[src/design/bcg_pkg.sv]
// Package with shared types and constants for the battery charge gauge.
package bcg_pkg;

  localparam int unsigned QueueDepthDefault = 2;

  localparam logic [29:0] EnergyMax = 30'd999999999;
  localparam logic [47:0] ChargeMax = 48'hFFFF_FFFF_FFFF;
  localparam logic [15:0] ChargeRateReset    = 16'd6554;
  localparam logic [15:0] DischargeRateReset = 16'd7864;
  localparam logic [15:0] IdleDrawReset      = 16'd333;
  localparam logic [15:0] CapacityReset      = 16'd7330;

  // Divisors of the fold and carbon steps and their scaled reciprocals.
  localparam logic [24:0] FoldDen     = 25'd27648000;
  localparam logic [24:0] CarbonDen   = 25'd1000;
  localparam logic [31:0] FoldRecip   = 32'((64'd1 << 56) / 64'd27648000);
  localparam logic [31:0] CarbonRecip = 32'((64'd1 << 41) / 64'd1000);

  typedef enum logic [1:0] {
    ACT_SAMPLE = 2'd0,
    ACT_FOLD   = 2'd1,
    ACT_CLEAR  = 2'd2,
    ACT_LOAD   = 2'd3
  } action_e;

  typedef enum logic [1:0] {
    REG_CHARGE_RATE    = 2'd0,
    REG_DISCHARGE_RATE = 2'd1,
    REG_IDLE_DRAW      = 2'd2,
    REG_CAPACITY       = 2'd3
  } reg_idx_e;

  // A classified beat as it travels from the front to the back.
  typedef struct packed {
    action_e     action;
    logic        cur_pos;
    logic [15:0] cur;
    logic [29:0] energy;
  } cmd_t;

  typedef enum logic [3:0] {
    ST_IDLE,
    ST_MUL,
    ST_CLAMP,
    ST_PDIV,
    ST_PWAIT,
    ST_FOLD_MUL,
    ST_FOLD_ADD,
    ST_CARBON_MUL,
    ST_EST,
    ST_REM,
    ST_FIX,
    ST_OUT
  } state_e;

endpackage

[src/design/bcg_front.sv]
// Front stage: accepts input beats, classifies them and queues them for the back stage.
module bcg_front
  import bcg_pkg::*;
#(
  parameter int unsigned QueueDepth = QueueDepthDefault
) (
  input  logic        clk_i,
  input  logic        rst_ni,
  input  logic        in_valid_i,
  output logic        in_ready_o,
  input  logic [1:0]  action_i,
  input  logic [15:0] current_sample_i,
  input  logic [29:0] energy_load_i,
  output logic        cmd_valid_o,
  input  logic        cmd_ready_i,
  output cmd_t        cmd_o
);

  localparam int unsigned PtrW = (QueueDepth > 1) ? $clog2(QueueDepth) : 1;
  localparam int unsigned CntW = $clog2(QueueDepth + 1);

  cmd_t            mem_q [QueueDepth];
  logic [PtrW-1:0] wr_q, rd_q;
  logic [CntW-1:0] cnt_q;
  cmd_t            new_cmd;
  logic            push, pop;

  always_comb begin
    new_cmd.action  = action_e'(action_i);
    new_cmd.cur     = current_sample_i;
    new_cmd.cur_pos = !current_sample_i[15] && (current_sample_i != 16'd0);
    new_cmd.energy  = (energy_load_i > EnergyMax) ? EnergyMax : energy_load_i;
  end

  assign in_ready_o  = (cnt_q != CntW'(QueueDepth));
  assign cmd_valid_o = (cnt_q != '0);
  assign push        = in_valid_i && in_ready_o;
  assign pop         = cmd_valid_o && cmd_ready_i;
  assign cmd_o       = mem_q[rd_q];

  always_ff @(posedge clk_i) begin
    if (push) begin
      mem_q[wr_q] <= new_cmd;
    end
  end

  always_ff @(posedge clk_i or negedge rst_ni) begin
    if (!rst_ni) begin
      wr_q  <= '0;
      rd_q  <= '0;
      cnt_q <= '0;
    end else begin
      if (push) begin
        wr_q <= (wr_q == PtrW'(QueueDepth - 1)) ? '0 : wr_q + 1'b1;
      end
      if (pop) begin
        rd_q <= (rd_q == PtrW'(QueueDepth - 1)) ? '0 : rd_q + 1'b1;
      end
      cnt_q <= cnt_q + CntW'(push) - CntW'(pop);
    end
  end

endmodule

[config.mk]
export PLATFORM = sky130hd
export DESIGN_NAME = bcg_front
export DESIGN_NICKNAME = d
export VERILOG_FILES = /design/src/design/bcg_pkg.sv /design/src/design/bcg_front.sv
export SDC_FILE = /design/constraint.sdc
export NUM_CORES = 1
export LEC_CHECK = 0
export BUFFER_PORTS_ARGS = -buffer_cell sky130_fd_sc_hd__buf_2
export CAP_MARGIN = 25
export CORE_ASPECT_RATIO = 1.1
export CORE_MARGIN = 5
export CORE_UTILIZATION = 45
export CTS_CLUSTER_DIAMETER = 100
export DETAILED_ROUTE_END_ITERATION = 8
export PLACE_DENSITY = 0.69
export REMOVE_ABC_BUFFERS = 1
export SLEW_MARGIN = 10
export SYNTH_ARGS = -nofsm -noshare
export SYNTH_HDL_FRONTEND = slang
export SYNTH_SLANG_ARGS = --single-unit
[constraint.sdc]
create_clock -name clk_i -period 5.3 [get_ports clk_i]
set_clock_uncertainty 0.1 [all_clocks]
set_input_delay 0.795 -clock clk_i [delete_from_list [all_inputs] [get_ports clk_i]]
set_output_delay 0.795 -clock clk_i [all_outputs]
set_load 0.01 [all_outputs]
==> flow_results.xml, run 1 <==
<?xml version="1.0" encoding="UTF-8"?>
<metrics>
  <group name="drt">
    <metric name="via_count" unit="">2697</metric>
    <metric name="detail_route.iter0.violations" unit="">125</metric>
    <metric name="wl" unit="um">8981</metric>
    <metric name="firstDrtPassIters" unit="">4</metric>
    <metric name="post_detailed_route_drc_marker_count" unit="">0</metric>
    <metric name="detail-route-antenna-nets" unit="">0</metric>
    <metric name="detail_route.wl_per_cell" unit="um">18.40</metric>
    <metric name="vias_per_cell" unit="">5.527</metric>
  </group>
  <group name="grt">
    <metric name="most_used_layer_global_route" unit="">met2</metric>
    <metric name="gr-usage-met1" unit="">0.1947</metric>
    <metric name="grt_first_pass_wirelength" unit="um">14130</metric>
    <metric name="grt_overflow_total" unit="">0</metric>
    <metric name="global_route.usage.total" unit="">0.1493</metric>
    <metric name="pin_count_of_the_biggest_net_entering_global_routing" unit="">50</metric>
    <metric name="grt_pass1_vias" unit="">2770</metric>
    <metric name="antenna_violations_before_repair" unit="">0</metric>
    <metric name="grt_util_met2" unit="">0.2479</metric>
    <metric name="gr-usage-met3" unit="">0.04792</metric>
  </group>
  <group name="power_and_ir_drop">
    <metric name="design_power_total" unit="mW">2.341</metric>
    <metric name="switching_power" unit="mW">0.7482</metric>
    <metric name="cellInternalPower" unit="mW">1.593</metric>
    <metric name="seq_power_share" unit="">0.507</metric>
    <metric name="share_of_power_burned_in_combinational_logic" unit="">0.313</metric>
    <metric name="share_clk_of_total_power" unit="">0.180</metric>
    <metric name="power.share.switching" unit="">0.3196</metric>
    <metric name="p_leak" unit="nW">1.848</metric>
    <metric name="ir_drop" unit="uV">378.1</metric>
    <metric name="pwr_density" unit="nW/um^2">457.6</metric>
  </group>
  <group name="logic_synthesis">
    <metric name="async_flop_share" unit="">0.03922</metric>
    <metric name="flip_flop_and_latch_count_after_synthesis" unit="">102</metric>
    <metric name="synth_enable_flop_cells" unit="">98</metric>
    <metric name="post_synth_num_cell_types" unit="">34</metric>
    <metric name="post_synth_inst_count" unit="">268</metric>
    <metric name="synth_seq_area_share" unit="">0.7025</metric>
    <metric name="netlist_area" unit="um^2">4332</metric>
    <metric name="yosysWarningCount" unit="">0</metric>
    <metric name="ys_dominant_reg_cell" unit="">sky130_fd_sc_hd__edfxtp_1</metric>
    <metric name="postSynthAreaPerCell" unit="um^2">16.16</metric>
  </group>
  <group name="outcome">
    <metric name="run_status" unit="">complete, no violations</metric>
  </group>
  <group name="cts">
    <metric name="clockRootBuffer" unit="">sky130_fd_sc_hd__clkbuf_8</metric>
    <metric name="htreeDepth" unit="">3</metric>
    <metric name="worst_setup_hold_path_clk_slew" unit="ns">0.09</metric>
    <metric name="cts_post_setup_buffers_inserted" unit="">0</metric>
    <metric name="clock_tree_from_tritoncts" unit="">yes</metric>
    <metric name="clock-sinks" unit="">102</metric>
    <metric name="cts_hold_buffers" unit="">0</metric>
    <metric name="max-clock-path-buffers" unit="">2</metric>
    <metric name="cts-buffers-inserted" unit="">9</metric>
    <metric name="clk-insertion-delay-late" unit="ns">0.34</metric>
    <metric name="post_cts_resized" unit="">0</metric>
  </group>
  <group name="critical_path">
    <metric name="path_max_fanout" unit="">31</metric>
    <metric name="crit_path_start_kind" unit="">flip-flop</metric>
    <metric name="critical_path.endpoint_type" unit="">primary output</metric>
    <metric name="crit_required" unit="ns">4.41</metric>
    <metric name="timing_worst_setup_path_type" unit="">flip-flop to primary output</metric>
    <metric name="timing.critical_path.arrival" unit="ns">1.90</metric>
  </group>
  <group name="finish">
    <metric name="final_layout_size_suffix_gt1_frac" unit="">0.3369</metric>
    <metric name="area_growth_syn_to_layout" unit="%">18.08</metric>
    <metric name="n_antenna_cell" unit="">0</metric>
    <metric name="number_of_nets_in_the_final_layout" unit="">421</metric>
  </group>
  <group name="sta">
    <metric name="drv_slew" unit="">0</metric>
    <metric name="max_clock_freq" unit="GHz">0.3582</metric>
    <metric name="max_slew_margin" unit="">0.5011</metric>
    <metric name="setup_viol" unit="">0</metric>
    <metric name="fin_tns_setup" unit="ns">0</metric>
    <metric name="actual_transition_at_the_worst_max_transition_pin" unit="ns">0.7484</metric>
    <metric name="report.final.hold_viol_count" unit="">0</metric>
    <metric name="rsz_0062_raised_after_global_routing" unit="">false</metric>
    <metric name="final_period_minus_worst_setup_slack" unit="ns">2.791</metric>
    <metric name="min_period_over_period" unit="">0.5267</metric>
  </group>
  <group name="job">
    <metric name="max_cap_viol_count" unit="">0</metric>
  </group>
  <group name="floorplanning">
    <metric name="start_util" unit="">0.4609</metric>
    <metric name="die_width" unit="um">103.5</metric>
    <metric name="floorplan.rows" unit="">37</metric>
    <metric name="area_of_the_die" unit="um^2">11690</metric>
    <metric name="core-area" unit="um^2">9398</metric>
    <metric name="ioPinCount" unit="">103</metric>
    <metric name="die_y" unit="um">112.9</metric>
  </group>
  <group name="place">
    <metric name="port_buffers" unit="">102</metric>
    <metric name="detailedPlacementHpwl" unit="um">6041</metric>
    <metric name="place_congestion" unit="">0.7764</metric>
  </group>
  <group name="worst_hold_path">
    <metric name="timing.hold.worst.class" unit="">primary input to async pin</metric>
  </group>
</metrics>
-- kinds of logic after synthesis --
kind of cell / Yosys count / synth area share
compound gates: 55 / 0.08954
xor+xnor: 4 / 0.008089
fa+ha+maj: 2 / 0.005776
buf+inv: 18 / 0.01964
flops: 102 / 0.7025
mux: 49 / 0.1274
simple gates: 38 / 0.04708
-- routing by layer --
| metal | part of all wire | up-vias |
|---|---|---|
| li1 | - | 1265 |
| met1 | 0.44 | 1326 |
| met2 | 0.49 | 99 |
| met3 | 0.064 | 7 |
| met4 | 0.0068 | 0 |
| met5 | 0 | - |
-- synthesized netlist by cell type (2+ instances only) --
cell,number,area [um^2]
sky130_fd_sc_hd__and3_1,2,12.51
sky130_fd_sc_hd__or2_1,2,12.51
sky130_fd_sc_hd__nor3_1,3,15.01
sky130_fd_sc_hd__a21oi_1,26,130.1
sky130_fd_sc_hd__edfxtp_1,98,2943
sky130_fd_sc_hd__xnor2_1,3,26.28
sky130_fd_sc_hd__nand2b_1,4,25.02
sky130_fd_sc_hd__a2111oi_0,13,113.9
sky130_fd_sc_hd__and2_1,4,25.02
sky130_fd_sc_hd__dfrtp_1,4,100.1
sky130_fd_sc_hd__clkbuf_1,8,30.03
sky130_fd_sc_hd__nor2_1,9,33.78
sky130_fd_sc_hd__o2111ai_1,4,35.03
sky130_fd_sc_hd__o2bb2ai_1,6,52.55
sky130_fd_sc_hd__mux2_1,49,551.8
sky130_fd_sc_hd__ha_1,2,25.02
sky130_fd_sc_hd__nand3_1,2,10.01
sky130_fd_sc_hd__buf_2,8,40.04
sky130_fd_sc_hd__nor4_1,3,18.77
sky130_fd_sc_hd__nand2_1,4,15.01
-- final timing paths --
check / startpoint / to / slack (ns) / depth (start not counted)
max: rd_q / cmd_o[20] / 2.51 / 3
min: rst_ni / cnt_q[0] / 0.14 / 1
max reg2reg: cnt_q[1] / mem_q[0][23] / 3.46 / 4
min reg2reg: cnt_q[1] / cnt_q[1] / 0.40 / 1
max in group asynchronous: rst_ni / rd_q / 4.84 / 1
min in group clk_i: cnt_q[1] / cnt_q[1] / 0.40 / 1
-- through the flow --
| step | cells | cell area (um^2) | setup slack (ns) | hold slack, ns | util |
|---|---|---|---|---|---|
| 2_1_floorplan | 251 | 4250 | 1.796 | 0.3601 | - |
| 3_3_place_gp | 472 | 4932 | 2.631 | 0.3802 | 0.5248 |
| 3_5_place_dp | 473 | 4952 | 2.757 | 0.3902 | 0.5270 |
| 4_1_cts | 488 | 5115 | 2.460 | 0.1123 | 0.5443 |
| 5_1_grt | 488 | 5115 | 2.406 | 0.1186 | 0.5443 |
| 6_report | 488 | 5115 | 2.509 | 0.1354 | 0.5443 |
-- cell type report --
class	instances	area, um^2
Clock buffer	9	123.9
Tap cell	117	146.4
Sequential cell	102	3044
Inverter	1	3.754
Multi-Input combinational cell	148	1212
Timing Repair Buffer	105	545.5
Clock inverter	6	38.79
Fill cell	822	4283
-- worst max-delay path: stages, from the launching register on --
cell	delay (ns)
sky130_fd_sc_hd__dfrtp_2	0.71
sky130_fd_sc_hd__buf_12	0.28
sky130_fd_sc_hd__mux2_1	0.39
sky130_fd_sc_hd__buf_2	0.16
-- cell usage in the layout (no fill, tap or decap), drive strengths merged --
cell	netlist	routed
a2111o	1	1
a2111oi	14	14
a21o	1	1
a21oi	26	26
a31o	1	1
a41oi	1	1
and2	4	4
and3	2	2
and4	1	1
buf	9	105
clkbuf	8	9
clkinv	0	4
clkinvlp	0	1
dfrtp	4	4
edfxtp	98	98
ha	2	2
inv	1	2
mux2	49	49
nand2	4	4
nand2b	4	4
nand3	2	2
nand4	1	1
nand4b	1	1
nor2	9	9
nor2b	1	1
nor3	3	3
nor4	3	3
o2111ai	4	4
o21ai	1	1
o2bb2ai	6	6
or2	3	3
xnor2	3	3
xor2	1	1
-- flip-flops by register name (all words and copies together) (netlist names) --
| signal | cells |
|---|---|
| mem_q | 98 |
| rd_q | 1 |
| wr_q | 1 |
| cnt_q | 2 |
-- power by group through the flow --
stage	sequential (mW)	combinational (mW)	clock, mW
after floorplan	1.22	0.408	0
after global placement	1.24	0.683	0
after detailed placement	1.21	0.747	0
after CTS	1.19	0.752	0.439
after global routing	1.21	0.805	0.468
final	1.19	0.732	0.422
No activity file was read; power rests on OpenSTA's default activity.
==> run 2: changes to the inputs <==
--- a/config.mk
+++ b/config.mk
@@ -5,6 +5,7 @@
 export SDC_FILE = /design/constraint.sdc
 export NUM_CORES = 1
 export LEC_CHECK = 0
+export ABC_AREA = 1
 export BUFFER_PORTS_ARGS = -buffer_cell sky130_fd_sc_hd__buf_2
 export CAP_MARGIN = 25
 export CORE_ASPECT_RATIO = 1.1
==> constraint.sdc (replaced) <==
create_clock -name clk_i -period 2.6 [get_ports clk_i]
set_clock_uncertainty 0.1 [all_clocks]
set_input_delay 0.39 -clock clk_i [delete_from_list [all_inputs] [get_ports clk_i]]
set_output_delay 0.39 -clock clk_i [all_outputs]
set_load 0.01 [all_outputs]
==> run 2 against run 1 <==
Synthesized cell count grew 37%. Worst setup slack worse by 2.0 ns. Routed wire length fell by 3.0%. Die area fell by 2.4%. Global-route usage is 1.1 points higher. Largest power group unchanged.
==> flow_results.xml, run 2 <==
<?xml version="1.0" encoding="UTF-8"?>
<metrics>
  <group name="sta">
    <metric name="setup_viol" unit="">0</metric>
    <metric name="final_period_minus_worst_setup_slack" unit="ns">2.138</metric>
    <metric name="drv_slew" unit="">0</metric>
    <metric name="max_slew_margin" unit="">0.5846</metric>
    <metric name="max_clock_freq" unit="GHz">0.4677</metric>
    <metric name="report.final.hold_viol_count" unit="">0</metric>
    <metric name="actual_transition_at_the_worst_max_transition_pin" unit="ns">0.6217</metric>
    <metric name="min_period_over_period" unit="">0.8223</metric>
    <metric name="fin_tns_setup" unit="ns">0</metric>
    <metric name="rsz_0062_raised_after_global_routing" unit="">false</metric>
  </group>
  <group name="drt">
    <metric name="post_detailed_route_drc_marker_count" unit="">0</metric>
    <metric name="detail_route.iter0.violations" unit="">98</metric>
    <metric name="firstDrtPassIters" unit="">4</metric>
    <metric name="wl" unit="um">8714</metric>
    <metric name="via_count" unit="">2812</metric>
    <metric name="detail_route.wl_per_cell" unit="um">14.74</metric>
    <metric name="detail-route-antenna-nets" unit="">0</metric>
    <metric name="vias_per_cell" unit="">4.758</metric>
  </group>
  <group name="logic_synthesis">
    <metric name="netlist_area" unit="um^2">4219</metric>
    <metric name="synth_seq_area_share" unit="">0.7212</metric>
    <metric name="async_flop_share" unit="">0.03922</metric>
    <metric name="ys_dominant_reg_cell" unit="">sky130_fd_sc_hd__edfxtp_1</metric>
    <metric name="synth_enable_flop_cells" unit="">98</metric>
    <metric name="ys_top_cells_by_area" unit="">sky130_fd_sc_hd__edfxtp_1 (70%), sky130_fd_sc_hd__nand2_1 (15%), sky130_fd_sc_hd__nand3b_1 (2.8%), sky130_fd_sc_hd__dfrtp_1 (2.4%), sky130_fd_sc_hd__nor2_1 (2.3%)</metric>
    <metric name="post_synth_num_cell_types" unit="">26</metric>
    <metric name="postSynthAreaPerCell" unit="um^2">11.53</metric>
    <metric name="post-synth-top-count-cell" unit="">sky130_fd_sc_hd__nand2_1</metric>
    <metric name="yosysWarningCount" unit="">0</metric>
    <metric name="flip_flop_and_latch_count_after_synthesis" unit="">102</metric>
    <metric name="yosysTopAreaCellShare" unit="">0.6975</metric>
    <metric name="post_synth_most_frequent_cells" unit="">sky130_fd_sc_hd__nand2_1 (165), sky130_fd_sc_hd__edfxtp_1 (98), sky130_fd_sc_hd__nor2_1 (26)</metric>
    <metric name="synth_top_cell_by_area" unit="">sky130_fd_sc_hd__edfxtp_1</metric>
    <metric name="post_synth_inst_count" unit="">366</metric>
  </group>
  <group name="critical_path">
    <metric name="worstSetupStartpoint" unit="">rd_q</metric>
    <metric name="crit_required" unit="ns">2.11</metric>
    <metric name="crit_path_start_kind" unit="">flip-flop</metric>
    <metric name="timing_worst_setup_path_type" unit="">flip-flop to primary output</metric>
    <metric name="r2r_cells" unit="">5</metric>
    <metric name="crit-reg2reg-launch" unit="">cnt_q[0]</metric>
    <metric name="critical_path.endpoint_type" unit="">primary output</metric>
    <metric name="critical_path.reg2reg.endpoint" unit="">mem_q[0][36]</metric>
    <metric name="ff2ff_setup_slack" unit="ns">0.84</metric>
    <metric name="cp-endpoint" unit="">cmd_o[41]</metric>
    <metric name="path_max_fanout" unit="">26</metric>
    <metric name="timing.critical_path.arrival" unit="ns">1.65</metric>
  </group>
  <group name="floorplanning">
    <metric name="area_of_the_die" unit="um^2">11410</metric>
    <metric name="die_width" unit="um">102.3</metric>
    <metric name="core-area" unit="um^2">9259</metric>
    <metric name="floorplan.rows" unit="">37</metric>
    <metric name="ioPinCount" unit="">103</metric>
    <metric name="die_y" unit="um">111.6</metric>
    <metric name="start_util" unit="">0.4557</metric>
  </group>
  <group name="cts">
    <metric name="clockRootBuffer" unit="">sky130_fd_sc_hd__clkbuf_8</metric>
    <metric name="max-clock-path-buffers" unit="">2</metric>
    <metric name="clock_tree_from_tritoncts" unit="">yes</metric>
    <metric name="cts_post_setup_buffers_inserted" unit="">0</metric>
    <metric name="htreeDepth" unit="">3</metric>
    <metric name="clock-sinks" unit="">102</metric>
    <metric name="worst_setup_hold_path_clk_slew" unit="ns">0.09</metric>
    <metric name="cts-buffers-inserted" unit="">9</metric>
    <metric name="clk-insertion-delay-late" unit="ns">0.35</metric>
    <metric name="post_cts_resized" unit="">0</metric>
  </group>
  <group name="power_and_ir_drop">
    <metric name="ir_drop" unit="uV">637.2</metric>
    <metric name="power.share.switching" unit="">0.3588</metric>
    <metric name="p_leak" unit="nW">2.220</metric>
    <metric name="share_of_power_burned_in_combinational_logic" unit="">0.363</metric>
    <metric name="share_clk_of_total_power" unit="">0.170</metric>
    <metric name="switching_power" unit="mW">1.795</metric>
    <metric name="seq_power_share" unit="">0.467</metric>
    <metric name="cellInternalPower" unit="mW">3.207</metric>
    <metric name="pwr_density" unit="nW/um^2">991.8</metric>
  </group>
  <group name="outcome">
    <metric name="run_status" unit="">complete, no violations</metric>
  </group>
  <group name="grt">
    <metric name="antenna_violations_before_repair" unit="">0</metric>
    <metric name="grt_overflow_total" unit="">0</metric>
    <metric name="grt_pass1_vias" unit="">2886</metric>
    <metric name="pin_count_of_the_biggest_net_entering_global_routing" unit="">50</metric>
    <metric name="global_route.usage.total" unit="">0.1602</metric>
    <metric name="grt_first_pass_wirelength" unit="um">13800</metric>
  </group>
  <group name="place">
    <metric name="port_buffers" unit="">102</metric>
    <metric name="detailedPlacementHpwl" unit="um">5879</metric>
    <metric name="placedInstanceArea" unit="um^2">4875</metric>
    <metric name="place_congestion" unit="">0.8082</metric>
  </group>
  <group name="finish">
    <metric name="final_layout_size_suffix_gt1_frac" unit="">0.2806</metric>
    <metric name="n_antenna_cell" unit="">0</metric>
    <metric name="area_growth_syn_to_layout" unit="%">19.51</metric>
    <metric name="mostFrequentLayoutCell" unit="">sky130_fd_sc_hd__nand2_1</metric>
    <metric name="biggestRegsByFlops" unit="">mem_q: 98 flops, cnt_q: 2 flops</metric>
    <metric name="mostFrequentLayoutCells" unit="">sky130_fd_sc_hd__nand2_1 (165), sky130_fd_sc_hd__buf_2 (102), sky130_fd_sc_hd__edfxtp_1 (98), sky130_fd_sc_hd__nor2_1 (24), sky130_fd_sc_hd__inv_1 (17)</metric>
    <metric name="stdcell_area" unit="um^2">5042</metric>
    <metric name="largest_register" unit="">mem_q</metric>
    <metric name="largest_register_ffs" unit="">98</metric>
    <metric name="number_of_nets_in_the_final_layout" unit="">523</metric>
  </group>
  <group name="worst_hold_path">
    <metric name="timing.hold.worst.class" unit="">primary input to flip-flop</metric>
  </group>
  <group name="job">
    <metric name="max_cap_viol_count" unit="">0</metric>
  </group>
</metrics>
==> run 2: changes by cell type after synthesis, moves of 6 or more <==
cell | before | now
sky130_fd_sc_hd__a2111oi_0 | 13 | 0
sky130_fd_sc_hd__a21oi_1 | 26 | 1
sky130_fd_sc_hd__inv_1 | 1 | 17
sky130_fd_sc_hd__mux2_1 | 49 | 0
sky130_fd_sc_hd__nand2_1 | 4 | 165
sky130_fd_sc_hd__nand3b_1 | 0 | 16
sky130_fd_sc_hd__nor2_1 | 9 | 26
sky130_fd_sc_hd__o2bb2ai_1 | 6 | 0
==> run 2: worst min path at each step <==
stage | start | endpoint | slack, ns | depth (start not counted)
after global placement | rst_ni | cnt_q[1] | 0.1 | 1
final | action_i[0] | mem_q[1][47] | 0.12 | 1
after detailed placement | rst_ni | cnt_q[1] | 0.10 | 1
after floorplan | rst_ni | cnt_q[0] | -0.006 | 0
after CTS | action_i[0] | mem_q[1][47] | 0.10 | 1
after global routing | action_i[0] | mem_q[1][47] | 0.10 | 1
==> run 2: routing by layer <==
layer,vias up,track usage,part of all wire
li1,1419,-,-
met5,-,0,0
met4,0,0.05687,0.015
met2,99,0.2744,0.51
met1,1282,0.1919,0.41
met3,12,0.04323,0.068
==> run 2: layout make-up <==
cell class | count | area, um^2
clock buffer | 11 | 131.4
clock inverter | 5 | 26.28
fill | 835 | 4217
inverter | 19 | 71.32
multi-input combinational | 229 | 1040
sequential | 102 | 3044
tap | 117 | 146.4
timing repair buffer | 108 | 583.1
==> run 2: cells by family after synthesis <==
logic type | synth area share
adders and majority gates | 0.005930
and+or+nand+nor | 0.2224
AOI/OAI and AO/OA | 0.008303
xor gates and xnor gates | 0.006229
buffers and inverters | 0.03588
DFF | 0.7212
==> run 2: what timing repair did <==
item,CTS,global route
endpoints found under the hold margin,4,0
hold buffers,1,0
setup endpoints to repair,0,0
==> run 2: critical path, cell delays in order, from the launching register on <==
cell and delay (ns):
sky130_fd_sc_hd__dfrtp_2 0.42, sky130_fd_sc_hd__inv_2 0.36, sky130_fd_sc_hd__buf_12 0.24, sky130_fd_sc_hd__nand2_1 0.06
sky130_fd_sc_hd__nand2_1 0.07, sky130_fd_sc_hd__buf_2 0.13
==> run 2: power by group through the flow <==
stage	combinational, mW	sequential (mW)	clock (mW)
after global placement	1.83	2.36	0
after global routing	2.04	2.37	0.955
after floorplan	0.947	2.45	0
final	1.81	2.34	0.850
after detailed placement	1.86	2.38	0
after CTS	1.87	2.34	0.879
==> run 2: through the flow <==
step	hold slack [ns]	total power [mW]	util	setup slack (ns)	cells
4_1_cts	0.1030	5.092	0.5446	0.4036	591
5_1_grt	0.1001	5.362	0.5446	0.2993	591
3_5_place_dp	0.1021	4.242	0.5265	0.6744	574
3_3_place_gp	0.09978	4.197	0.5265	0.7329	574
2_1_floorplan	-0.005591	3.395	-	-0.6608	350
6_report	0.1214	5.001	0.5446	0.4620	591
